### config.mk
export PLATFORM = sky130hd
export DESIGN_NAME = miller_rabin_prime_test_unit
export DESIGN_NICKNAME = d
export VERILOG_FILES = /design/src/design/mrp_pkg.sv /design/src/design/mrp_mulmod.sv /design/src/design/mrp_datapath.sv /design/src/design/mrp_control.sv /design/src/design/miller_rabin_prime_test_unit.sv
export VERILOG_INCLUDE_DIRS = /design/src /design/src/design
export SDC_FILE = /design/constraint.sdc
export NUM_CORES = 2
export LEC_CHECK = 0
export ABC_AREA = 1
export BUFFER_PORTS_ARGS = -buffer_cell sky130_fd_sc_hd__clkbuf_2
export CAP_MARGIN = 20
export CORE_MARGIN = 2
export CORE_UTILIZATION = 41
export DETAILED_ROUTE_END_ITERATION = 16
export GPL_TIMING_DRIVEN = 0
export PLACE_DENSITY = 0.53
export REMOVE_ABC_BUFFERS = 1
export SYNTH_ARGS = -nofsm -noshare
export SYNTH_HDL_FRONTEND = slang
export SYNTH_HIERARCHICAL = 1
export SYNTH_SLANG_ARGS = --single-unit
### constraint.sdc
create_clock -name clock -period 19.3 [get_ports clock]
set_input_delay 3.86 -clock clock [delete_from_list [all_inputs] [get_ports clock]]
set_output_delay 3.86 -clock clock [all_outputs]
set_load 0.02 [all_outputs]
### src/design/miller_rabin_prime_test_unit_defines.svh
// assertion macros shared by the multiplier and controller design files
`ifndef MILLER_RABIN_PRIME_TEST_UNIT_DEFINES_SVH
`define MILLER_RABIN_PRIME_TEST_UNIT_DEFINES_SVH

// property that must hold on every clock edge outside reset
`define MRP_ASSERT(label, prop, msg) \
   label: assert property (@(posedge clock) disable iff (reset) (prop)) else $error(msg);

// property that must hold on every clock edge, reset included
`define MRP_ASSERT_ALWAYS(label, prop, msg) \
   label: assert property (@(posedge clock) (prop)) else $error(msg);

`endif

### src/design/mrp_pkg.sv
package mrp_pkg;

   localparam int WidthDefault = 64;
   localparam int NumBases     = 8;
   localparam int BaseIdxW     = 3;

   typedef enum logic [3:0] {
      ST_IDLE,
      ST_CHECK,
      ST_SHIFT,
      ST_BASE,
      ST_POW,
      ST_EVAL,
      ST_SQUARE,
      ST_SQEVAL,
      ST_DONE
   } state_type;

   // datapath commands
   typedef struct packed {
      logic load;        // capture candidate
      logic shift_odd;   // strip one trailing zero of the odd part
      logic base_init;   // start exponentiation for current base
      logic pow_start;   // start one modular multiply of the ladder
      logic sq_start;    // start one squaring of y
      logic next_base;   // advance base index
   } cmd_type;

   // datapath status
   typedef struct packed {
      logic lt_two;
      logic is_base;
      logic is_even;
      logic odd_done;    // odd part is odd
      logic mul_busy;
      logic pow_done;    // exponent exhausted
      logic y_one;
      logic y_nm1;
      logic sq_more;     // squaring count below s-1
      logic last_base;
   } status_type;

   function automatic logic [4:0] base_value(input logic [BaseIdxW-1:0] idx);
      logic [4:0] v;
      unique case (idx)
         3'd0: v = 5'd2;
         3'd1: v = 5'd3;
         3'd2: v = 5'd5;
         3'd3: v = 5'd7;
         3'd4: v = 5'd11;
         3'd5: v = 5'd13;
         3'd6: v = 5'd17;
         default: v = 5'd19;
      endcase
      return v;
   endfunction

endpackage

### src/design/mrp_mulmod.sv
`include "miller_rabin_prime_test_unit_defines.svh"

module mrp_mulmod #(
   parameter int WIDTH = mrp_pkg::WidthDefault
) (
   input  logic             clock,
   input  logic             reset,
   input  logic             start,
   input  logic [WIDTH-1:0] x,
   input  logic [WIDTH-1:0] y,
   input  logic [WIDTH-1:0] m,
   output logic             busy,
   output logic [WIDTH-1:0] prod
);
   // operands x, y are below m; one bit of y per cycle
   logic             busy_ff, busy_in;
   logic [WIDTH-1:0] acc_ff, acc_in;
   logic [WIDTH-1:0] add_ff, add_in;
   logic [WIDTH-1:0] bits_ff, bits_in;

   function automatic logic [WIDTH-1:0] add_mod(input logic [WIDTH-1:0] a,
                                                input logic [WIDTH-1:0] b,
                                                input logic [WIDTH-1:0] md);
      logic [WIDTH-1:0] gap;
      gap = md - b;
      return (a >= gap) ? (a - gap) : (a + b);
   endfunction

   // shift-and-add step
   always_comb begin
      busy_in = busy_ff;
      acc_in  = acc_ff;
      add_in  = add_ff;
      bits_in = bits_ff;
      if (start) begin
         busy_in = 1'b1;
         acc_in  = '0;
         add_in  = x;
         bits_in = y;
      end else if (busy_ff) begin
         if (bits_ff == '0) begin
            busy_in = 1'b0;
         end else begin
            if (bits_ff[0]) begin
               acc_in = add_mod(acc_ff, add_ff, m);
            end
            add_in  = add_mod(add_ff, add_ff, m);
            bits_in = bits_ff >> 1;
         end
      end
   end

   always_ff @(posedge clock) begin
      if (reset) begin
         busy_ff <= 1'b0;
      end else begin
         busy_ff <= busy_in;
      end
      acc_ff  <= acc_in;
      add_ff  <= add_in;
      bits_ff <= bits_in;
   end

   assign busy = busy_ff;
   assign prod = acc_ff;

   `MRP_ASSERT(a_start_idle, start |-> !busy_ff, "multiply started while busy")
   `MRP_ASSERT(a_busy_after_start, start |=> busy_ff, "multiply did not go busy")
   `MRP_ASSERT(a_bits_shrink, (busy_ff && bits_ff != '0 && !start) |=> (bits_ff == ($past(bits_ff) >> 1)), "bits not shifted")
endmodule

### src/design/mrp_datapath.sv
module mrp_datapath #(
   parameter int WIDTH = mrp_pkg::WidthDefault
) (
   input  logic                clock,
   input  logic                reset,
   input  logic [63:0]         candidate,
   input  mrp_pkg::cmd_type    cmd,
   output mrp_pkg::status_type status
);
   localparam int CntW = $clog2(WIDTH + 1);

   logic [WIDTH-1:0] n_ff, n_in;
   logic [WIDTH-1:0] odd_ff, odd_in;
   logic [CntW-1:0]  twos_ff, twos_in;
   logic [CntW-1:0]  k_ff, k_in;
   logic [WIDTH-1:0] exp_ff, exp_in;
   logic [WIDTH-1:0] res_ff, res_in;
   logic [WIDTH-1:0] sq_ff, sq_in;
   logic             phase_ff, phase_in;  // 0: exponentiation ladder, 1: squaring of the result
   logic             wait_ff, wait_in;    // a product is pending write-back
   logic [mrp_pkg::BaseIdxW-1:0] bidx_ff, bidx_in;

   logic             mul_start;
   logic [WIDTH-1:0] mul_x, mul_y, mul_p;
   logic             mul_busy;
   logic [WIDTH-1:0] nm1;
   logic [WIDTH-1:0] base_raw;
   logic [WIDTH-1:0] base_w;
   logic             mul_ret;
   logic             relaunch;

   assign nm1      = n_ff - 1'b1;
   assign base_raw = WIDTH'(mrp_pkg::base_value(bidx_ff));
   assign mul_ret  = wait_ff && !mul_busy;
   // after multiplying into the result, launch the square of sq
   assign relaunch = mul_ret && !phase_ff && exp_ff[0];

   // base reduced modulo n; n is at least 9 here, so two subtractions suffice
   always_comb begin
      base_w = base_raw;
      if (base_w >= n_ff) begin
         base_w = base_w - n_ff;
      end
      if (base_w >= n_ff) begin
         base_w = base_w - n_ff;
      end
   end

   mrp_mulmod #(.WIDTH(WIDTH)) u_mul (
      .clock (clock),
      .reset (reset),
      .start (mul_start),
      .x     (mul_x),
      .y     (mul_y),
      .m     (n_ff),
      .busy  (mul_busy),
      .prod  (mul_p)
   );

   // ladder step: multiply result when exponent bit set, then square; sq_start squares the result
   always_comb begin
      mul_start = relaunch;
      mul_x     = sq_ff;
      mul_y     = sq_ff;
      if (cmd.pow_start) begin
         mul_start = 1'b1;
         if (exp_ff[0]) begin
            mul_x = res_ff;
         end
      end else if (cmd.sq_start) begin
         mul_start = 1'b1;
         mul_x     = res_ff;
         mul_y     = res_ff;
      end
   end

   always_comb begin
      n_in     = n_ff;
      odd_in   = odd_ff;
      twos_in  = twos_ff;
      k_in     = k_ff;
      exp_in   = exp_ff;
      res_in   = res_ff;
      sq_in    = sq_ff;
      phase_in = phase_ff;
      wait_in  = wait_ff;
      bidx_in  = bidx_ff;
      if (cmd.load) begin
         n_in    = candidate[WIDTH-1:0];
         odd_in  = candidate[WIDTH-1:0] - 1'b1;
         twos_in = '0;
         bidx_in = '0;
      end
      if (cmd.shift_odd) begin
         odd_in  = odd_ff >> 1;
         twos_in = twos_ff + 1'b1;
      end
      if (cmd.base_init) begin
         exp_in   = odd_ff;
         res_in   = WIDTH'(1);
         sq_in    = base_w;
         phase_in = 1'b0;
         wait_in  = 1'b0;
         k_in     = CntW'(1);
      end
      if (cmd.pow_start) begin
         wait_in = 1'b1;
      end
      if (cmd.sq_start) begin
         wait_in  = 1'b1;
         phase_in = 1'b1;
         k_in     = k_ff + 1'b1;
      end
      // product write-back
      if (mul_ret) begin
         if (phase_ff) begin
            res_in  = mul_p;
            wait_in = 1'b0;
         end else if (exp_ff[0]) begin
            res_in = mul_p;
            exp_in = exp_ff & ~WIDTH'(1);
         end else begin
            sq_in   = mul_p;
            exp_in  = exp_ff >> 1;
            wait_in = 1'b0;
         end
      end
      if (cmd.next_base) begin
         bidx_in = bidx_ff + 1'b1;
      end
   end

   always_ff @(posedge clock) begin
      if (reset) begin
         wait_ff <= 1'b0;
      end else begin
         wait_ff <= wait_in;
      end
      n_ff     <= n_in;
      odd_ff   <= odd_in;
      twos_ff  <= twos_in;
      k_ff     <= k_in;
      exp_ff   <= exp_in;
      res_ff   <= res_in;
      sq_ff    <= sq_in;
      phase_ff <= phase_in;
      bidx_ff  <= bidx_in;
   end

   // base match against table
   logic hit;
   always_comb begin
      hit = 1'b0;
      for (int i = 0; i < mrp_pkg::NumBases; i++) begin
         if (n_ff == WIDTH'(mrp_pkg::base_value(mrp_pkg::BaseIdxW'(i)))) begin
            hit = 1'b1;
         end
      end
   end

   assign status.lt_two    = (n_ff < WIDTH'(2));
   assign status.is_base   = hit;
   assign status.is_even   = !n_ff[0];
   assign status.odd_done  = odd_ff[0];
   assign status.mul_busy  = mul_busy || wait_ff;
   assign status.pow_done  = (exp_ff == '0);
   assign status.y_one     = (res_ff == WIDTH'(1));
   assign status.y_nm1     = (res_ff == nm1);
   assign status.sq_more   = (k_ff < twos_ff);
   assign status.last_base = (bidx_ff == mrp_pkg::BaseIdxW'(mrp_pkg::NumBases - 1));
endmodule

### src/design/mrp_control.sv
`include "miller_rabin_prime_test_unit_defines.svh"

module mrp_control (
   input  logic                clock,
   input  logic                reset,
   input  logic                req_valid,
   output logic                req_stall,
   output logic                rsp_valid,
   input  logic                rsp_stall,
   output logic                rsp_is_prime,
   input  mrp_pkg::status_type status,
   output mrp_pkg::cmd_type    cmd
);
   mrp_pkg::state_type state_ff, state_in;
   logic               verdict_ff, verdict_in;

   always_ff @(posedge clock) begin
      if (reset) begin
         state_ff <= mrp_pkg::ST_IDLE;
      end else begin
         state_ff <= state_in;
      end
      verdict_ff <= verdict_in;
   end

   // next state and commands
   always_comb begin
      state_in   = state_ff;
      verdict_in = verdict_ff;
      cmd        = '0;
      req_stall  = 1'b1;
      rsp_valid  = 1'b0;
      unique case (state_ff)
         mrp_pkg::ST_IDLE: begin
            req_stall = 1'b0;
            if (req_valid) begin
               cmd.load = 1'b1;
               state_in = mrp_pkg::ST_CHECK;
            end
         end
         mrp_pkg::ST_CHECK: begin
            priority if (status.lt_two) begin
               verdict_in = 1'b0;
               state_in   = mrp_pkg::ST_DONE;
            end else if (status.is_base) begin
               verdict_in = 1'b1;
               state_in   = mrp_pkg::ST_DONE;
            end else if (status.is_even) begin
               verdict_in = 1'b0;
               state_in   = mrp_pkg::ST_DONE;
            end else begin
               verdict_in = 1'b1;
               state_in   = mrp_pkg::ST_SHIFT;
            end
         end
         mrp_pkg::ST_SHIFT: begin
            if (status.odd_done) begin
               cmd.base_init = 1'b1;
               state_in      = mrp_pkg::ST_BASE;
            end else begin
               cmd.shift_odd = 1'b1;
            end
         end
         mrp_pkg::ST_BASE: begin
            if (!status.mul_busy) begin
               if (status.pow_done) begin
                  state_in = mrp_pkg::ST_EVAL;
               end else begin
                  cmd.pow_start = 1'b1;
                  state_in      = mrp_pkg::ST_POW;
               end
            end
         end
         mrp_pkg::ST_POW: begin
            state_in = mrp_pkg::ST_BASE;
         end
         mrp_pkg::ST_EVAL: begin
            if (status.y_one || status.y_nm1) begin
               state_in = mrp_pkg::ST_SQEVAL;
            end else if (status.sq_more) begin
               cmd.sq_start = 1'b1;
               state_in     = mrp_pkg::ST_SQUARE;
            end else begin
               verdict_in = 1'b0;
               state_in   = mrp_pkg::ST_DONE;
            end
         end
         mrp_pkg::ST_SQUARE: begin
            if (!status.mul_busy) begin
               if (status.y_one) begin
                  verdict_in = 1'b0;
                  state_in   = mrp_pkg::ST_DONE;
               end else if (status.y_nm1) begin
                  state_in = mrp_pkg::ST_SQEVAL;
               end else if (status.sq_more) begin
                  cmd.sq_start = 1'b1;
               end else begin
                  verdict_in = 1'b0;
                  state_in   = mrp_pkg::ST_DONE;
               end
            end
         end
         mrp_pkg::ST_SQEVAL: begin
            // this base passed
            if (status.last_base) begin
               state_in = mrp_pkg::ST_DONE;
            end else begin
               cmd.next_base = 1'b1;
               state_in      = mrp_pkg::ST_SHIFT;
            end
         end
         mrp_pkg::ST_DONE: begin
            rsp_valid = 1'b1;
            if (!rsp_stall) begin
               state_in = mrp_pkg::ST_IDLE;
            end
         end
         default: begin
            state_in = mrp_pkg::ST_IDLE;
         end
      endcase
   end

   assign rsp_is_prime = verdict_ff;

   `MRP_ASSERT(a_one_cmd, $onehot0({cmd.load, cmd.base_init, cmd.pow_start, cmd.sq_start}), "conflicting commands")
   `MRP_ASSERT(a_accept_idle, (req_valid && !req_stall) |=> (state_ff == mrp_pkg::ST_CHECK), "accept outside idle")
   `MRP_ASSERT(a_rsp_hold, (rsp_valid && rsp_stall) |=> (rsp_valid && $stable(rsp_is_prime)), "result dropped under stall")
endmodule

### src/design/miller_rabin_prime_test_unit.sv
// Miller-Rabin primality test unit, bases 2 through 19.
// Input channel: req_valid / req_stall with req_candidate; a transfer happens
// when req_valid is high and req_stall low. Only the low WIDTH bits are used.
// Result channel: rsp_valid / rsp_stall with rsp_is_prime, one per request.
// One candidate is processed at a time; req_stall stays high from the
// accepted transfer until its result has been taken.
// Trivial cases (below two, a base, even) are settled in the check state.
// Otherwise about 8 * (2*WIDTH) modular multiplies run on the single
// shift-and-add multiplier; that multiplier sets the rate.
// Reset (synchronous, active high) returns the controller to idle and
// drops any item in flight. While the receiver stalls, rsp_valid and
// rsp_is_prime hold and no new request is taken.
module miller_rabin_prime_test_unit #(
   parameter int WIDTH = mrp_pkg::WidthDefault
) (
   input  logic        clock,
   input  logic        reset,
   input  logic        req_valid,
   output logic        req_stall,
   input  logic [63:0] req_candidate,
   output logic        rsp_valid,
   input  logic        rsp_stall,
   output logic        rsp_is_prime
);
   mrp_pkg::cmd_type    cmd;
   mrp_pkg::status_type status;

   mrp_control u_control (
      .clock        (clock),
      .reset        (reset),
      .req_valid    (req_valid),
      .req_stall    (req_stall),
      .rsp_valid    (rsp_valid),
      .rsp_stall    (rsp_stall),
      .rsp_is_prime (rsp_is_prime),
      .status       (status),
      .cmd          (cmd)
   );

   mrp_datapath #(.WIDTH(WIDTH)) u_datapath (
      .clock     (clock),
      .reset     (reset),
      .candidate (req_candidate),
      .cmd       (cmd),
      .status    (status)
   );
endmodule
==> results.tsv <==
stage	metric	value	unit
worst_setup_path	critical_path.n_buffers_inverters	9	
cells_and_area	syn_to_final_growth	8.94	%
die	die-height	363	um
timing	rsz0062_at_grt	no	
die	placeableCoreArea	128000	um2
worst_setup_path	critPathRequiredTime	19.67	ns
worst_setup_path	crit_arrival	9.40	ns
yosys	syn_area_per_cell	6.47	um2
worst_setup_path	reg2reg_from	u_datapath/n_ff[1]	
worst_setup_path	crit_path_start_kind	flop	
clock_tree	post_cts_buffers	0	
yosys	seq_area_frac_synth	0.267	
route	route.final.wire_length	240000	um
worst_setup_path	timing.rr.end	u_datapath/u_mul/bits_ff[63]	
yosys	synth_ff_type	edfxtp_1	
yosys	synth_enable_flop_cells	336	
route	antenna_left	0	
die	dieArea	132000	um2
worst_setup_path	worst_setup_path_endpoint	u_datapath/u_mul/bits_ff[63]	
worst_setup_path	register_to_register_setup_slack	10.27	ns
grt	groute.layer.met2.usage	0.560	
yosys	asyncSetResetFlopFracSynth	0	
yosys	yosysTopAreaCellShare	0.191	
clock_tree	cts_made_buffers	71	
timing	worst_slew_pin_slew	1.11	ns
die	floorplan.initialDensity	0.413	
run	drv.max_cap_violation_count	0	
timing	final_period_minus_worst_setup_slack	9.03	ns
route	initialDrtViolationCount	6066	
hold_path	hold_start	u_datapath/res_ff[18]	
route	firstDrtPassIters	6	
grt	grt_max_degree	131	
grt	use_met1	0.480	
grt	global_route_wire_length_before_repair	348000	um
timing	report.final.hold_viol_count	0	
worst_setup_path	top_fanout_value_on_the_critical_path	99	
clock_tree	clock_tree.htree_level_count	3	
yosys	synth_cells	8158	
clock_tree	cts.clk_slew.worst_paths	0.06	ns
worst_setup_path	critical-path-max-stage-delay	0.77	ns
clock_tree	cts-root-to-sink-buffers	3	
cells_and_area	postLayoutCellArea	57500	um2
worst_setup_path	critical-path-slowest-cell	nor4_1	
yosys	synth_area	52800	um2
worst_setup_path	worst-setup-path-type	reg2reg	
timing	final.period_utilization	0.468	
hold_path	hold_class	reg2reg	
clock_tree	clock-root-buffer	clkbuf_16	
placement	dpl_cell_area	55200	um2
cells_and_area	fraction_of_layout_cells_with_a_size_suffix_above_1	0.0590	
yosys	number_of_warnings_printed_during_yosys_synthesis	6	
timing	fmax	0.111	GHz
grt	overflow	0	
die	number_of_top_level_pins	71	
cells_and_area	post_layout_net_count	8491	
grt	track_usage	0.356	
route	via_per_inst	5.68	
clock_tree	cts_tree	done	
grt	first_global_vias	51918	
timing	setup_viol_count_final	0	
yosys	synthDominantAreaCellType	edfxtp_1	
yosys	synthTopCellsByArea	edfxtp_1 (19%), nand2_1 (15%), a21oi_1 (8.1%), dfxtp_1 (7.6%), inv_1 (7.5%)	
yosys	post-synth-top-count-cell	nand2_1	
cells_and_area	fillCellCount	13738	
grt	grt_use_met3	0.0497	
yosys	postSynthRegisterBits	537	
grt	grt.busiest_layer	met2	
route	routed_wire_length_per_instance	24.4	um
placement	place.gp.congestion	1.01	
placement	hpwlAfterDp	197000	um
clock_tree	post_cts_resized	0	
route	drc	0	
outcome	outcome	finished, final reports clean	
worst_setup_path	cp_num_cells	26	
worst_setup_path	critical_path.startpoint	u_datapath/n_ff[1]	
timing	slew-limit-headroom	0.254	
clock_tree	cts.sink_count	537	
grt	antenna_found_initial	4	
clock_tree	worst_skew_pair.late_latency	0.71	ns
timing	maxSlewViolCount	0	
worst_setup_path	critical_path.top_delay_family	simple AND/OR/NAND/NOR gates	
timing	clock_skew	0.0494	ns
die	placementRows	131	
yosys	synth.lib_cells_used.distinct	70	
die	die_width	363	um
yosys	post_synth_most_frequent_cells	nand2_1 (2,069), inv_1 (1,050), a21oi_1 (851), nor2_1 (831), nand3_1 (536)	
clock_tree	holdBufCountCts	0	
route	vias	55881	
worst_setup_path	worstRegToRegCells	26	
placement	io_buffer_count	70	
worst_setup_path	end_kind	flop	
==> metal layers <==
metal	share of wire	wire length, um
met5	0	0
met4	0.053	12600
met3	0.071	17000
met2	0.44	105000
met1	0.44	105000
==> placed cells by master, fill, tap and decap left out, types with 27 or more instances in the layout <==
cell and count:
nor2_2 27, nand2_1 2066, inv_2 35, o21ai_0 452, ha_1 307, nand4_1 107
nor4_1 71, a31oi_1 85, clkbuf_16 73, nor3_1 97, xor2_1 241, o21a_1 52
nor2_1 826, dfxtp_1 200, nand3_2 31, xnor2_1 142, nand2_2 49, clkbuf_2 70
a21oi_2 34, a21oi_1 849, nand3b_1 42, o21ai_1 53, nand3_1 535, edfxtp_1 336
inv_1 1049
==> worst min-delay path by stage <==
stage	depth (start not counted)	end	slack [ns]
3_3_place_gp	2	u_datapath/phase_ff	0.45
3_5_place_dp	2	u_datapath/res_ff[19]	0.50
5_1_grt	2	u_datapath/res_ff[18]	0.54
6_report	2	u_datapath/res_ff[18]	0.51
2_1_floorplan	2	u_datapath/phase_ff	0.44
4_1_cts	2	u_datapath/res_ff[19]	0.51
==> final cells by class <==
| class | instances | area, um2 | share of cell area |
|---|---|---|---|
| tap | 1662 | 2080 | 0.0362 |
| inverter | 1089 | 4110 | 0.0714 |
| timing repair buffer | 126 | 1430 | 0.0249 |
| multi-input combinational | 6285 | 33500 | 0.582 |
| sequential | 537 | 14100 | 0.245 |
| clock inverter | 36 | 359 | 0.00624 |
| antenna | 1 | 2.50 | 0.0000435 |
| clock buffer | 95 | 1950 | 0.0339 |
==> kinds of logic after synthesis <==
| family | after synthesis | synth area share |
|---|---|---|
| simple gates | 3925 | 0.320 |
| fa+ha+maj | 313 | 0.0750 |
| flops | 537 | 0.267 |
| compound gates | 1664 | 0.172 |
| buf+inv | 1336 | 0.102 |
| xor+xnor | 383 | 0.0635 |
==> per-stage QoR <==
step | hold WS, ns | instances | util | setup WS (ns) | TNS (ns)
global route | 0.537 | 9830 | 0.450 | 9.92 | 0
detailed placement | 0.496 | 9698 | 0.432 | 10.68 | 0
CTS | 0.507 | 9829 | 0.450 | 10.59 | 0
finish | 0.508 | 9831 | 0.450 | 10.27 | 0
floorplan | 0.436 | 7911 | - | -0.637 | -81.58
global placement | 0.451 | 9643 | 0.422 | -19.64 | -4977.51
==> flip-flops by register name (all words and copies together), names as in the netlist, 64 cells and up <==
name / flops
u_datapath/exp_ff: 64
u_datapath/n_ff: 64
u_datapath/odd_ff: 64
u_datapath/res_ff: 64
u_datapath/sq_ff: 64
u_datapath/u_mul/add_ff: 64
u_datapath/u_mul/bits_ff: 64
u_datapath/u_mul/prod: 64
==> worst min-delay path: cells and delay by family, from the launching register on <==
family	cells	cell delay, ns
AOI/OAI and AO/OA	1	0.06
DFF	1	0.32
and+or+nand+nor	1	0.07
Power is not shown: default switching activity piles up to over one toggle a cycle in this logic, so the estimate is an artifact.
